## src/sv/assert_macros.svh

```systemverilog
// assertion macros for the rtl files
`ifndef ASSERT_MACROS_SVH
`define ASSERT_MACROS_SVH

// plain property checked at every rising clock edge outside reset
`define SLT_ASSERT(lbl, prop, msg) \
  lbl: assert property (@(posedge clk_i) disable iff (!rst_ni) (prop)) else $error(msg);

// implication checked at every rising clock edge outside reset
`define SLT_ASSERT_IMP(lbl, ante, cons, msg) \
  lbl: assert property (@(posedge clk_i) disable iff (!rst_ni) (ante) |-> (cons)) else $error(msg);

`endif

```

## src/sv/slt_pkg.sv

```systemverilog
// types, codes and control store of the sorted linked list table
package slt_pkg;

  localparam int unsigned SLOTS    = 64;
  localparam int unsigned SLOT_W   = $clog2(SLOTS);
  localparam int unsigned LINK_W   = SLOT_W + 1;
  localparam int unsigned KEY_BITS = 32;
  localparam int unsigned PC_W     = 4;

  localparam logic [LINK_W-1:0] NULL_LINK = LINK_W'(SLOTS);

  localparam logic [1:0] KIND_INS  = 2'd0;
  localparam logic [1:0] KIND_DEL  = 2'd1;
  localparam logic [1:0] KIND_SRCH = 2'd2;

  localparam logic [1:0] ST_DONE  = 2'd0;
  localparam logic [1:0] ST_NF    = 2'd1;
  localparam logic [1:0] ST_DUP   = 2'd2;
  localparam logic [1:0] ST_FULL  = 2'd3;

  // control store addresses
  localparam logic [PC_W-1:0] U_IDLE = 4'd0;
  localparam logic [PC_W-1:0] U_CHK  = 4'd1;
  localparam logic [PC_W-1:0] U_CHK2 = 4'd2;
  localparam logic [PC_W-1:0] U_WALK = 4'd3;
  localparam logic [PC_W-1:0] U_DISP = 4'd4;
  localparam logic [PC_W-1:0] U_SRCH = 4'd5;
  localparam logic [PC_W-1:0] U_INS0 = 4'd6;
  localparam logic [PC_W-1:0] U_INS1 = 4'd7;
  localparam logic [PC_W-1:0] U_INS2 = 4'd8;
  localparam logic [PC_W-1:0] U_DEL0 = 4'd9;
  localparam logic [PC_W-1:0] U_DEL1 = 4'd10;
  localparam logic [PC_W-1:0] U_DEL2 = 4'd11;
  localparam logic [PC_W-1:0] U_DUP  = 4'd12;
  localparam logic [PC_W-1:0] U_FULL = 4'd13;
  localparam logic [PC_W-1:0] U_NF   = 4'd14;
  localparam logic [PC_W-1:0] U_OUT  = 4'd15;

  typedef enum logic [3:0] {
    OP_NOP,
    OP_LOAD,
    OP_RD_CUR,
    OP_WALK,
    OP_SRCH,
    OP_RD_FREE,
    OP_INS_LINK,
    OP_INS_HOOK,
    OP_DEL_UNLINK,
    OP_DEL_FREE,
    OP_SET_DUP,
    OP_SET_FULL,
    OP_SET_NF,
    OP_EMIT
  } op_e;

  typedef enum logic [3:0] {
    C_NEXT,
    C_ALWAYS,
    C_ACCEPT,
    C_FULL,
    C_BADKIND,
    C_LESS,
    C_KIND,
    C_MATCH,
    C_NOMATCH,
    C_OUT_FREE
  } cond_e;

  typedef struct packed {
    op_e             op;
    cond_e           cond;
    logic [PC_W-1:0] target;
  } uword_t;

  function automatic uword_t ucode(input logic [PC_W-1:0] pc);
    uword_t w;
    unique case (pc)
      U_IDLE:  w = '{op: OP_LOAD,       cond: C_ACCEPT,   target: U_CHK};
      U_CHK:   w = '{op: OP_NOP,        cond: C_FULL,     target: U_FULL};
      U_CHK2:  w = '{op: OP_RD_CUR,     cond: C_BADKIND,  target: U_NF};
      U_WALK:  w = '{op: OP_WALK,       cond: C_LESS,     target: U_WALK};
      U_DISP:  w = '{op: OP_NOP,        cond: C_KIND,     target: U_SRCH};
      U_SRCH:  w = '{op: OP_SRCH,       cond: C_ALWAYS,   target: U_OUT};
      U_INS0:  w = '{op: OP_RD_FREE,    cond: C_MATCH,    target: U_DUP};
      U_INS1:  w = '{op: OP_INS_LINK,   cond: C_NEXT,     target: U_INS2};
      U_INS2:  w = '{op: OP_INS_HOOK,   cond: C_ALWAYS,   target: U_OUT};
      U_DEL0:  w = '{op: OP_NOP,        cond: C_NOMATCH,  target: U_NF};
      U_DEL1:  w = '{op: OP_DEL_UNLINK, cond: C_NEXT,     target: U_DEL2};
      U_DEL2:  w = '{op: OP_DEL_FREE,   cond: C_ALWAYS,   target: U_OUT};
      U_DUP:   w = '{op: OP_SET_DUP,    cond: C_ALWAYS,   target: U_OUT};
      U_FULL:  w = '{op: OP_SET_FULL,   cond: C_ALWAYS,   target: U_OUT};
      U_NF:    w = '{op: OP_SET_NF,     cond: C_ALWAYS,   target: U_OUT};
      U_OUT:   w = '{op: OP_EMIT,       cond: C_OUT_FREE, target: U_IDLE};
      default: w = '{op: OP_NOP,        cond: C_ALWAYS,   target: U_IDLE};
    endcase
    return w;
  endfunction

endpackage

```

## src/sv/slt_req_if.sv

```systemverilog
// request channel: operation kind and key
interface slt_req_if;
  logic                valid;
  logic                ready;
  logic [1:0]          kind;
  logic signed [31:0]  key;

  modport source (output valid, output kind, output key, input ready);
  modport sink   (input valid, input kind, input key, output ready);
endinterface

```

## src/sv/slt_rsp_if.sv

```systemverilog
// response channel: status, slot and element count
interface slt_rsp_if;
  logic       valid;
  logic       ready;
  logic [1:0] status;
  logic [5:0] slot;
  logic [6:0] count;

  modport source (output valid, output status, output slot, output count, input ready);
  modport sink   (input valid, input status, input slot, input count, output ready);
endinterface

```

## src/sv/sorted_linked_list_table.sv

```systemverilog
// Sorted set of signed keys kept as a linked list in a 64-slot array, with a free
// list of unused slots. One request (insert, delete, search) is taken at a time
// and yields one response item with status, slot and the element count. After
// acceptance a request passes a check step, a read step, a walk step for each
// list entry passed and one more, and the search, insert or delete steps before
// its emit step (an insert into a full table or an unused kind skips the walk);
// the sequencer then returns to its idle step. The walk reads one key and
// one link per cycle from the slot memories, and a small microprogram steps the
// datapath. The next request is taken while the previous response still waits in
// its output register, and stalls in its last step until that register is free;
// no clearing pass is needed after reset.
`include "assert_macros.svh"

module sorted_linked_list_table (
  input  logic           clk_i,
  input  logic           rst_ni,
  slt_req_if.sink        req_i,
  slt_rsp_if.source      rsp_o
);

  localparam int unsigned SW = slt_pkg::SLOT_W;
  localparam int unsigned LW = slt_pkg::LINK_W;
  localparam int unsigned KW = slt_pkg::KEY_BITS;

  // sequencer
  logic [slt_pkg::PC_W-1:0] pc_q, pc_d;
  slt_pkg::uword_t          uw;

  // datapath registers
  logic [1:0]          kind_q, kind_d;
  logic signed [KW-1:0] key_q, key_d;
  logic [LW-1:0]       prev_q, prev_d;
  logic [LW-1:0]       cur_q, cur_d;
  logic [LW-1:0]       steps_q, steps_d;
  logic                match_q, match_d;
  logic [LW-1:0]       head_q, head_d;
  logic [LW-1:0]       free_q, free_d;
  logic [LW-1:0]       count_q, count_d;
  logic [1:0]          st_q, st_d;
  logic [SW-1:0]       slot_q, slot_d;

  // output register
  logic                ovld_q, ovld_d;
  logic [1:0]          ost_q, ost_d;
  logic [SW-1:0]       oslot_q, oslot_d;
  logic [LW-1:0]       ocnt_q, ocnt_d;

  // slot memories
  logic signed [KW-1:0] key_mem [slt_pkg::SLOTS];
  logic [LW-1:0]       link_mem [slt_pkg::SLOTS];
  logic [slt_pkg::SLOTS-1:0] lvld_q, lvld_d;
  logic                rd_en;
  logic [SW-1:0]       rd_addr;
  logic [SW-1:0]       rd_addr_q;
  logic signed [KW-1:0] key_rd_q;
  logic [LW-1:0]       link_rd_q;
  logic                lvld_rd_q;
  logic [LW-1:0]       link_eff;
  logic                key_we;
  logic                link_we;
  logic [SW-1:0]       link_wa;
  logic [LW-1:0]       link_wd;

  logic req_fire;
  logic out_free;
  logic less;
  logic bad_kind;

  assign uw       = slt_pkg::ucode(pc_q);
  assign req_fire = req_i.valid && req_i.ready;
  assign out_free = !ovld_q || rsp_o.ready;
  // an unwritten link reads as its reset value, the next slot
  assign link_eff = lvld_rd_q ? link_rd_q : ({1'b0, rd_addr_q} + LW'(1));
  assign less     = (cur_q != slt_pkg::NULL_LINK) && (steps_q < LW'(slt_pkg::SLOTS))
                    && (key_rd_q < key_q);
  assign bad_kind = (kind_q != slt_pkg::KIND_INS) && (kind_q != slt_pkg::KIND_DEL)
                    && (kind_q != slt_pkg::KIND_SRCH);

  assign req_i.ready  = (pc_q == slt_pkg::U_IDLE);
  assign rsp_o.valid  = ovld_q;
  assign rsp_o.status = ost_q;
  assign rsp_o.slot   = oslot_q;
  assign rsp_o.count  = ocnt_q;

  // next step
  always_comb begin
    pc_d = pc_q + slt_pkg::PC_W'(1);
    unique case (uw.cond)
      slt_pkg::C_NEXT:     pc_d = pc_q + slt_pkg::PC_W'(1);
      slt_pkg::C_ALWAYS:   pc_d = uw.target;
      slt_pkg::C_ACCEPT:   pc_d = req_fire ? uw.target : pc_q;
      slt_pkg::C_FULL: begin
        if (kind_q == slt_pkg::KIND_INS && free_q == slt_pkg::NULL_LINK) pc_d = uw.target;
      end
      slt_pkg::C_BADKIND: begin
        if (bad_kind) pc_d = uw.target;
      end
      slt_pkg::C_LESS: begin
        if (less) pc_d = uw.target;
      end
      slt_pkg::C_KIND: begin
        if (kind_q == slt_pkg::KIND_INS) pc_d = slt_pkg::U_INS0;
        else if (kind_q == slt_pkg::KIND_DEL) pc_d = slt_pkg::U_DEL0;
        else pc_d = uw.target;
      end
      slt_pkg::C_MATCH: begin
        if (match_q) pc_d = uw.target;
      end
      slt_pkg::C_NOMATCH: begin
        if (!match_q) pc_d = uw.target;
      end
      slt_pkg::C_OUT_FREE: pc_d = out_free ? uw.target : pc_q;
      default:             pc_d = slt_pkg::U_IDLE;
    endcase
  end

  // datapath control
  always_comb begin
    kind_d  = kind_q;
    key_d   = key_q;
    prev_d  = prev_q;
    cur_d   = cur_q;
    steps_d = steps_q;
    match_d = match_q;
    head_d  = head_q;
    free_d  = free_q;
    count_d = count_q;
    st_d    = st_q;
    slot_d  = slot_q;
    ovld_d  = ovld_q && !rsp_o.ready;
    ost_d   = ost_q;
    oslot_d = oslot_q;
    ocnt_d  = ocnt_q;
    lvld_d  = lvld_q;
    rd_en   = 1'b0;
    rd_addr = cur_q[SW-1:0];
    key_we  = 1'b0;
    link_we = 1'b0;
    link_wa = cur_q[SW-1:0];
    link_wd = free_q;
    unique case (uw.op)
      slt_pkg::OP_NOP: begin
      end
      slt_pkg::OP_LOAD: begin
        if (req_fire) begin
          kind_d  = req_i.kind;
          key_d   = KW'(req_i.key);
          prev_d  = slt_pkg::NULL_LINK;
          cur_d   = head_q;
          steps_d = '0;
        end
      end
      slt_pkg::OP_RD_CUR: begin
        rd_en = 1'b1;
      end
      slt_pkg::OP_WALK: begin
        if (less) begin
          prev_d  = cur_q;
          cur_d   = link_eff;
          steps_d = steps_q + LW'(1);
          rd_en   = 1'b1;
          rd_addr = link_eff[SW-1:0];
        end else begin
          match_d = (cur_q != slt_pkg::NULL_LINK) && (key_rd_q == key_q);
        end
      end
      slt_pkg::OP_SRCH: begin
        st_d   = match_q ? slt_pkg::ST_DONE : slt_pkg::ST_NF;
        slot_d = match_q ? cur_q[SW-1:0] : '0;
      end
      slt_pkg::OP_RD_FREE: begin
        rd_en   = 1'b1;
        rd_addr = free_q[SW-1:0];
      end
      slt_pkg::OP_INS_LINK: begin
        free_d  = link_eff;
        slot_d  = free_q[SW-1:0];
        key_we  = 1'b1;
        link_we = 1'b1;
        link_wa = free_q[SW-1:0];
        link_wd = cur_q;
      end
      slt_pkg::OP_INS_HOOK: begin
        if (prev_q == slt_pkg::NULL_LINK) begin
          head_d = {1'b0, slot_q};
        end else begin
          link_we = 1'b1;
          link_wa = prev_q[SW-1:0];
          link_wd = {1'b0, slot_q};
        end
        count_d = count_q + LW'(1);
        st_d    = slt_pkg::ST_DONE;
      end
      slt_pkg::OP_DEL_UNLINK: begin
        if (prev_q == slt_pkg::NULL_LINK) begin
          head_d = link_eff;
        end else begin
          link_we = 1'b1;
          link_wa = prev_q[SW-1:0];
          link_wd = link_eff;
        end
      end
      slt_pkg::OP_DEL_FREE: begin
        link_we = 1'b1;
        link_wa = cur_q[SW-1:0];
        link_wd = free_q;
        free_d  = cur_q;
        if (count_q != '0) count_d = count_q - LW'(1);
        st_d    = slt_pkg::ST_DONE;
        slot_d  = cur_q[SW-1:0];
      end
      slt_pkg::OP_SET_DUP: begin
        st_d   = slt_pkg::ST_DUP;
        slot_d = '0;
      end
      slt_pkg::OP_SET_FULL: begin
        st_d   = slt_pkg::ST_FULL;
        slot_d = '0;
      end
      slt_pkg::OP_SET_NF: begin
        st_d   = slt_pkg::ST_NF;
        slot_d = '0;
      end
      slt_pkg::OP_EMIT: begin
        if (out_free) begin
          ovld_d  = 1'b1;
          ost_d   = st_q;
          oslot_d = slot_q;
          ocnt_d  = count_q;
        end
      end
      default: begin
      end
    endcase
    if (link_we) lvld_d[link_wa] = 1'b1;
  end

  always_ff @(posedge clk_i or negedge rst_ni) begin
    if (!rst_ni) begin
      pc_q    <= slt_pkg::U_IDLE;
      head_q  <= slt_pkg::NULL_LINK;
      free_q  <= '0;
      count_q <= '0;
      ovld_q  <= 1'b0;
      lvld_q  <= '0;
      match_q <= 1'b0;
      steps_q <= '0;
    end else begin
      pc_q    <= pc_d;
      head_q  <= head_d;
      free_q  <= free_d;
      count_q <= count_d;
      ovld_q  <= ovld_d;
      lvld_q  <= lvld_d;
      match_q <= match_d;
      steps_q <= steps_d;
    end
  end

  always_ff @(posedge clk_i) begin
    kind_q  <= kind_d;
    key_q   <= key_d;
    prev_q  <= prev_d;
    cur_q   <= cur_d;
    st_q    <= st_d;
    slot_q  <= slot_d;
    ost_q   <= ost_d;
    oslot_q <= oslot_d;
    ocnt_q  <= ocnt_d;
  end

  // key memory
  always_ff @(posedge clk_i) begin
    if (key_we) key_mem[free_q[SW-1:0]] <= key_q;
    if (rd_en) key_rd_q <= key_mem[rd_addr];
  end

  // link memory
  always_ff @(posedge clk_i) begin
    if (link_we) link_mem[link_wa] <= link_wd;
    if (rd_en) begin
      link_rd_q <= link_mem[rd_addr];
      lvld_rd_q <= lvld_q[rd_addr];
      rd_addr_q <= rd_addr;
    end
  end

  `SLT_ASSERT(a_count_range, count_q <= LW'(slt_pkg::SLOTS), "element count above slot count")
  `SLT_ASSERT_IMP(a_free_vs_count, pc_q != slt_pkg::U_INS2,
    (free_q == slt_pkg::NULL_LINK) == (count_q == LW'(slt_pkg::SLOTS)),
    "free list and element count disagree")
  `SLT_ASSERT_IMP(a_slot_zero, ovld_q && ost_q != slt_pkg::ST_DONE, oslot_q == '0,
    "refused item reports a nonzero slot")
  `SLT_ASSERT_IMP(a_emit_step, $rose(ovld_q), $past(pc_q) == slt_pkg::U_OUT,
    "response raised outside the emit step")

endmodule
```

## src/flat_wrapper.sv

```systemverilog
// flat-port wrapper written by rule: the top's interface ports become plain ports
module sorted_linked_list_table_flat 
  (clk_i, rst_ni, req_i_valid, req_i_kind, req_i_key, req_i_ready, rsp_o_valid, rsp_o_status, rsp_o_slot, rsp_o_count, rsp_o_ready);
  slt_req_if req_i_i ();
  slt_rsp_if rsp_o_i ();
  input  logic clk_i;
  input  logic rst_ni;
  input wire logic [$bits(req_i_i.valid)-1:0] req_i_valid;
  input wire logic [$bits(req_i_i.kind)-1:0] req_i_kind;
  input wire logic [$bits(req_i_i.key)-1:0] req_i_key;
  output wire logic [$bits(req_i_i.ready)-1:0] req_i_ready;
  output wire logic [$bits(rsp_o_i.valid)-1:0] rsp_o_valid;
  output wire logic [$bits(rsp_o_i.status)-1:0] rsp_o_status;
  output wire logic [$bits(rsp_o_i.slot)-1:0] rsp_o_slot;
  output wire logic [$bits(rsp_o_i.count)-1:0] rsp_o_count;
  input wire logic [$bits(rsp_o_i.ready)-1:0] rsp_o_ready;
  assign req_i_i.valid = req_i_valid;
  assign req_i_i.kind = req_i_kind;
  assign req_i_i.key = req_i_key;
  assign req_i_ready = req_i_i.ready;
  assign rsp_o_valid = rsp_o_i.valid;
  assign rsp_o_status = rsp_o_i.status;
  assign rsp_o_slot = rsp_o_i.slot;
  assign rsp_o_count = rsp_o_i.count;
  assign rsp_o_i.ready = rsp_o_ready;
  sorted_linked_list_table u_core (.clk_i(clk_i), .rst_ni(rst_ni), .req_i(req_i_i), .rsp_o(rsp_o_i));
endmodule
```

## config.mk

```make
export PLATFORM = sky130hd
export DESIGN_NAME = sorted_linked_list_table_flat
export DESIGN_NICKNAME = d
export VERILOG_FILES = /design/src/sv/slt_pkg.sv /design/src/sv/slt_req_if.sv /design/src/sv/slt_rsp_if.sv /design/src/sv/sorted_linked_list_table.sv /design/src/flat_wrapper.sv
export VERILOG_INCLUDE_DIRS = /design/src /design/src/sv
export SDC_FILE = /design/constraint.sdc
export NUM_CORES = 2
export LEC_CHECK = 0
export BUFFER_PORTS_ARGS = -buffer_cell sky130_fd_sc_hd__buf_2
export CAP_MARGIN = 40
export CELL_PAD_IN_SITES_DETAIL_PLACEMENT = 0
export CELL_PAD_IN_SITES_GLOBAL_PLACEMENT = 1
export CORE_MARGIN = 2
export CORE_UTILIZATION = 53
export CTS_BUF_LIST = sky130_fd_sc_hd__clkbuf_8 sky130_fd_sc_hd__clkbuf_16
export CTS_CLUSTER_DIAMETER = 50
export DETAILED_ROUTE_END_ITERATION = 10
export PLACE_DENSITY_LB_ADDON = 0.12
export SLEW_MARGIN = 20
export SYNTH_ARGS = -nofsm -noshare
export SYNTH_HDL_FRONTEND = slang
export SYNTH_SLANG_ARGS = --single-unit
```

## constraint.sdc

```tcl
create_clock -name clk_i -period 7.3 [get_ports clk_i]
set_input_delay 1.46 -clock clk_i [delete_from_list [all_inputs] [get_ports clk_i]]
set_output_delay 1.46 -clock clk_i [all_outputs]
set_load 0.05 [all_outputs]
```

Yosys cells after proc, flatten, opt, wreduce, memory -nomap -nowiden. Memories as Yosys holds them, arrays and structs flattened. A register that Yosys moved wholly into a read port is not among the register bits. Index checks and enable logic that the tools add are counted.

Register bits: 176. Bits in writable memories: 2496. Bits in read-only memories: 192. Input bits: 38. Output and inout port bits: 17. Word-level logic and storage cells: 157. Memories kept: 3.

Add/sub/neg operators: 5. Magnitude comparators: 5. Equality and inequality tests: 36. Multiplexer cells: 52. Bitwise operators: 2. Reductions and logical operators: 35.

Memory list: u_core.key_mem (depth 64, bits a word 32, rd ports 1, clocked after memory_dff 1, wr ports 1, line sorted_linked_list_table.sv:49) `logic signed [KW-1:0] key_mem [slt_pkg::SLOTS];`; u_core.link_mem (depth 64, bits a word 7, rd ports 1, clocked after memory_dff 1, wr ports 1, line sorted_linked_list_table.sv:50) `logic [LW-1:0] link_mem [slt_pkg::SLOTS];`; (name not given) (depth 16, bits a word 12, rd ports 1, clocked after memory_dff 0, wr ports 0, line slt_pkg.sv:77) `unique case (pc)`.

Operator list (number): $mux 7 (12); $pmux 7 s2 (6); $or 64x64->64 (1); $pmux 4 s10 (1); $mux 4 (9); $eq 32x32->1 (1); $eq 4x3->1 const B (8); $eq 4x4->1 const B (8); $lt 32x32->1 (1); $pmux 6 s2 (2); $pmux 6 s4 (1); $pmux 7 s3 (1); $mux 6 (3); $eq 4x2->1 const B (4); $ne 2x1->1 const B (8); $add 7x1->7 const B (2); $eq 7x7->1 const B (2); $lt 6x7->1 const B (2); $mux 1 (12); $pmux 2 s5 (1); $reduce_and 2->1 (5); $reduce_bool 2->1 (5); $logic_and 1x1->1 (9); $eq 4x1->1 const B (2); 22 further kinds (29).

Logic depth before layout (Yosys ltp). An unclocked memory read counts as a cell.

Depth in word-level cells: 9. Gate-level depth with buffers: 20. Depth with buffers taken out: 14.

Worst setup path after synthesis. No wires, ideal clock.

Kind: reg-to-reg. Start: register u_core.pc_q[1] in the netlist's numbering. End: register u_core.key_rd_q[0], read port of u_core.key_mem (enable). Library setup time: 513 ps. Arrival time: 5328 ps. Required time: 6787 ps. Slack: 1459 ps. Stages on the path, launching flop included: 11. Path buffers: 2. Clock period less this slack: 5841 ps. Cell sequence: dfrtp_1 clkbuf_1 inv_1 ha_1 nor2b_1 a31o_1 clkbuf_1 or3_1 a21boi_0 a21oi_1 o21ai_0.

Longest elaborated chain between the ends: 4. Elaborated cells between the ends (all ways): 7. Those cells by class: eq/ne: 3; mux: 2; reduce/logical: 1; memory: 1.

RTL lines: from (decl) (line sorted_linked_list_table.sv:26) `logic [slt_pkg::PC_W-1:0] pc_q, pc_d;`; from (signal assigned) (line sorted_linked_list_table.sv:240) `pc_q <= slt_pkg::U_IDLE;`; from (signal assigned) (line sorted_linked_list_table.sv:249) `pc_q <= pc_d;`; $mem_v2 16x12 (*); $eq 4x2->1 / $eq 4x3->1 (equally long branches) (line sorted_linked_list_table.sv:141) `unique case (uw.op)`; $reduce_or 2->1 (no line); $pmux 1 s2 (*) (line sorted_linked_list_table.sv:141); named net u_core.rd_en (line sorted_linked_list_table.sv:52) `logic rd_en;`; to (decl) (line sorted_linked_list_table.sv:55) `logic signed [KW-1:0] key_rd_q;`.

The timed path passes the listed nets; every way through them passes the cells marked *. A chain may end at the register's enable or synchronous reset.

Worst setup path in the final report.
Start: register u_core.key_q[19]. End: register u_core.key_rd_q[26], read port of u_core.key_mem (data pin).

Longest elaborated chain between the ends: 4. Elaborated cells between the ends (all ways): 6. Those cells by class: order compare: 1; mux: 4; reduce/logical: 1.

RTL lines: from (decl) (line sorted_linked_list_table.sv:31) `logic signed [KW-1:0] key_q, key_d;`; from (signal assigned) (line sorted_linked_list_table.sv:262) `key_q <= key_d;`; $lt 32x32->1 (*) (line sorted_linked_list_table.sv:75) `&& (key_rd_q < key_q);`; $logic_and 1x1->1 (*) (line sorted_linked_list_table.sv:75); $mux 6 / $mux 1 (equally long branches) (line sorted_linked_list_table.sv:157) `if (less) begin`; $pmux 6 s2 / $pmux 1 s2 (equally long branches) (line sorted_linked_list_table.sv:141).

Mark *: on every way between the ends. The rest lies on a longest branch, timed or not.

==> flow_metrics.tcl <==
set metrics [dict create \
    critPathMostFrequentCell "buf_4" \
    fp.dieW_um 455 \
    synthTopCellsByArea "edfxtp_1 (73%), nand2_1 (6.4%), mux2i_1 (4.1%), nand3_1 (3.6%), dfrtp_1 (2.3%)" \
    cts_max_level 5 \
    hp-class "reg2reg" \
    relSlewSlack 0.307 \
    fin_skew_ps 63.0 \
    ctsRootBufferMaster "clkbuf_16" \
    timing.rr.end "u_core.key_rd_q[26]" \
    whs_endpoint "u_core.rsp_o.status[1]" \
    p_leak_nw 42.5 \
    clkPwrFrac 0.302 \
    seqPwrFrac 0.403 \
    syn_to_final_growth_pct 13.8 \
    drv_slew 0 \
    ant_nets 0 \
    synth_top_area_share 0.729 \
    synth-edff-count 2613 \
    ys_warn_count 0 \
    setup_viol 0 \
    ir_drop_mv 0.512 \
    async_flop_share 0.0361 \
    syn_area_mm2 0.108 \
    final_common_cell "edfxtp_1" \
    multiInputGateArea_mm2 0.0253 \
    cts_buffers 304 \
    hp-start "u_core.st_q[1]" \
    p_int_w 0.0304 \
    die_h_um 455 \
    portBuffers 54 \
    start_util 0.533 \
    gp_congestion 0.902 \
    final_cell_mix "edfxtp_1 (2613), nand2_1 (1832), nand3_1 (781)" \
    boundaryPins 55 \
    grt_pass1_wl_um 474000 \
    seq_area_mm2 0.0809 \
    r2r-start "u_core.key_q[19]" \
    cts_hold_buf 0 \
    overflow 0 \
    num_rows 165 \
    swShare 0.351 \
    fin_crit_sh 0.900 \
    tightest_slew_ps 1040 \
    cts_resized 0 \
    drc 0 \
    wirelength_um 334000 \
    cpPeakStageDelay_ps 770 \
    combinationalPowerShare 0.295 \
    outcome "completed" \
    regToRegSetupSlack_ps 730 \
    cts_setup_buffers 0 \
    synth-main-ff-cell "edfxtp_1" \
    grt_use_total 0.322 \
    end_kind "flip-flop" \
    final.setup.tns_ps 0 \
    clockBufferDepth 4 \
    die-area_mm2 0.207 \
    syn_nets 7712 \
    clk_pin_slew_ps 60 \
    max_freq_mhz 152 \
    cts_sinks 2711 \
    synth-seq-cells 2711 \
    place_area_mm2 0.113 \
    grt_max_degree 158 \
    design_area_mm2 0.123 \
    cts_tree "yes" \
    avgSynthCellArea_um2 14.1 \
    max_cap_violations 0 \
    required_ps 8050 \
    clk_latency_ps 950 \
    nets 7958 \
    seq_area_frac_synth 0.752 \
    crit_chain "inv_1 > ha_1 > nand4_1 > nor4_1 > buf_4 > nor2_1 > a31oi_1 > o21ai_1 > buf_4 > a221oi_4 > buf_12 > nor2_1 > nand2_1 > buf_4 > a21oi_1 > nor4_2 > buf_4 > a32o_1" \
    yosysUniqueCellTypes 76 \
    drtIter0Drc 8676 \
    core_area_mm2 0.202 \
    syn_inst 7628 \
    routed_via_density 6.29 \
    worstSetupPathType "reg2reg" \
    fillers 15385 \
    p_sw_w 0.0164 \
    powerDensity_mw_per_mm2 382 \
    dr.pass1.iters 6 \
    critPathSlowestCell "nor4_1" \
    cp_max_fo 54 \
    grt_pass1_vias 64573 \
    reg2reg_depth 18 \
    holdPathStages 0 \
    startpoint_type "flip-flop" \
    drive_gt1_frac 0.123 \
    period_minus_slack_ps 6570 \
    dr_total_vias 67762 \
    antenna_found_initial 12 \
    synth_top_cell_by_area "edfxtp_1" \
    cp.arrival_ps 7320 \
    rsz0062_at_grt "false" \
    hold_viol_final 0 \
    post_drt_wl_per_cell_um 31.1 \
    dpl.hpwl_um 199000 \
]
layout make-up:
cell class	instances	area share
sequential	2711	0.660
tap	2672	0.0273
clock inverter	211	0.0109
clock buffer	310	0.0632
timing repair buffer	396	0.0299
multi-input combinational	4402	0.207
antenna	5	0.000102
inverter	59	0.00197
worst max path at each step:
| stage | start | to | slack [ps] | cells after the start |
|---|---|---|---|---|
| floorplan | u_core.pc_q[1] | u_core.key_rd_q[0] | 1460 | 10 |
| global placement | u_core.key_rd_q[19] | u_core.key_rd_q[26] | 460 | 17 |
| detailed placement | u_core.pc_q[0] | u_core.key_rd_q[26] | 860 | 16 |
| CTS | u_core.pc_q[0] | u_core.key_rd_q[26] | 880 | 16 |
| global route | u_core.pc_q[0] | u_core.key_rd_q[14] | 660 | 15 |
| finish | u_core.key_q[19] | u_core.key_rd_q[26] | 730 | 18 |
synthesized netlist by cell type, types with 10 or more instances:
cell	n
or3_1	24
buf_2	127
o2111ai_1	16
nor2_1	204
a22oi_1	23
o22ai_1	23
buf_1	72
a21oi_1	158
nand2_1	1834
ha_1	45
o211ai_1	12
edfxtp_1	2613
xnor2_1	10
o21bai_1	37
a22o_1	16
and2_1	12
or2_2	34
clkbuf_1	246
o21ai_0	117
dfrtp_1	97
mux2_2	12
mux2i_1	438
nand2b_1	10
a32oi_1	142
nand3_1	783
buf_4	10
nor4_1	18
a31oi_1	89
a221oi_1	15
mux4_2	41
nand4_1	163
inv_1	53
kinds of logic (layout without fill, tap and decap cells):
group / Yosys count / count (layout) / share of synthesized area
fa+ha+maj: 46 / 46 / 0.00542
buf+inv: 515 / 976 / 0.0198
flops: 2711 / 2711 / 0.752
xor+xnor: 16 / 16 / 0.00130
simple gates: 3126 / 3126 / 0.125
mux: 491 / 491 / 0.0505
other cells: 0 / 5 / 0
compound gates: 723 / 723 / 0.0459
flip-flops by register name, summed over array words and instances (netlist names):
name                 flops
u_core.rd_addr_q         6
u_core.prev_q            7
u_core.rsp_o.valid       1
u_core.match_q           1
u_core.lvld_q           64
u_core.steps_q           7
u_core.link_mem        448
u_core.kind_q            2
u_core.st_q              2
u_core.pc_q              4
u_core.lvld_rd_q         1
u_core.link_rd_q         7
u_core.free_q            7
u_core.key_rd_q         32
u_core.key_q            32
u_core.rsp_o.slot        6
u_core.rsp_o.status      2
u_core.rsp_o.count       7
u_core.key_mem        2048
u_core.slot_q            6
u_core.head_q            7
u_core.cur_q             7
u_core.count_q           7
power by group through the flow:
stage,clock [W],combinational (W),sequential [W]
after floorplan,0,0.00767,0.0190
after global placement,0,0.0135,0.0191
after detailed placement,0,0.0137,0.0191
after CTS,0.0143,0.0137,0.0188
after global routing,0.0149,0.0145,0.0189
final,0.0141,0.0138,0.0188
through the flow:
step                      setup slack (ps)  utilization  total power [W]  hold slack, ps  cells
after CTS                              876        0.606           0.0468             422  10753
after floorplan                       1460            -           0.0267             400   7628
after global placement                 464        0.558           0.0326             414  10198
after detailed placement               856        0.561           0.0328             408  10232
after global routing                   659        0.606           0.0483             429  10764
final                                  727        0.606           0.0468             422  10766
critical path: cells and delay by family (launching register included):
family	cells	cell delay (ps)
compound gates	5	1690
fa+ha+maj	1	310
flops	1	350
buf+inv	6	1520
simple gates	6	2490
metal layers:
layer | vias to the layer above | track usage | wire length (um)
met5 | - | 0 | 41
met4 | 6 | 0.152 | 17400
met3 | 713 | 0.0530 | 29000
met2 | 3564 | 0.511 | 158000
met1 | 34383 | 0.437 | 130000
li1 | 29096 | - | -
(Power assumes the default switching activity.)
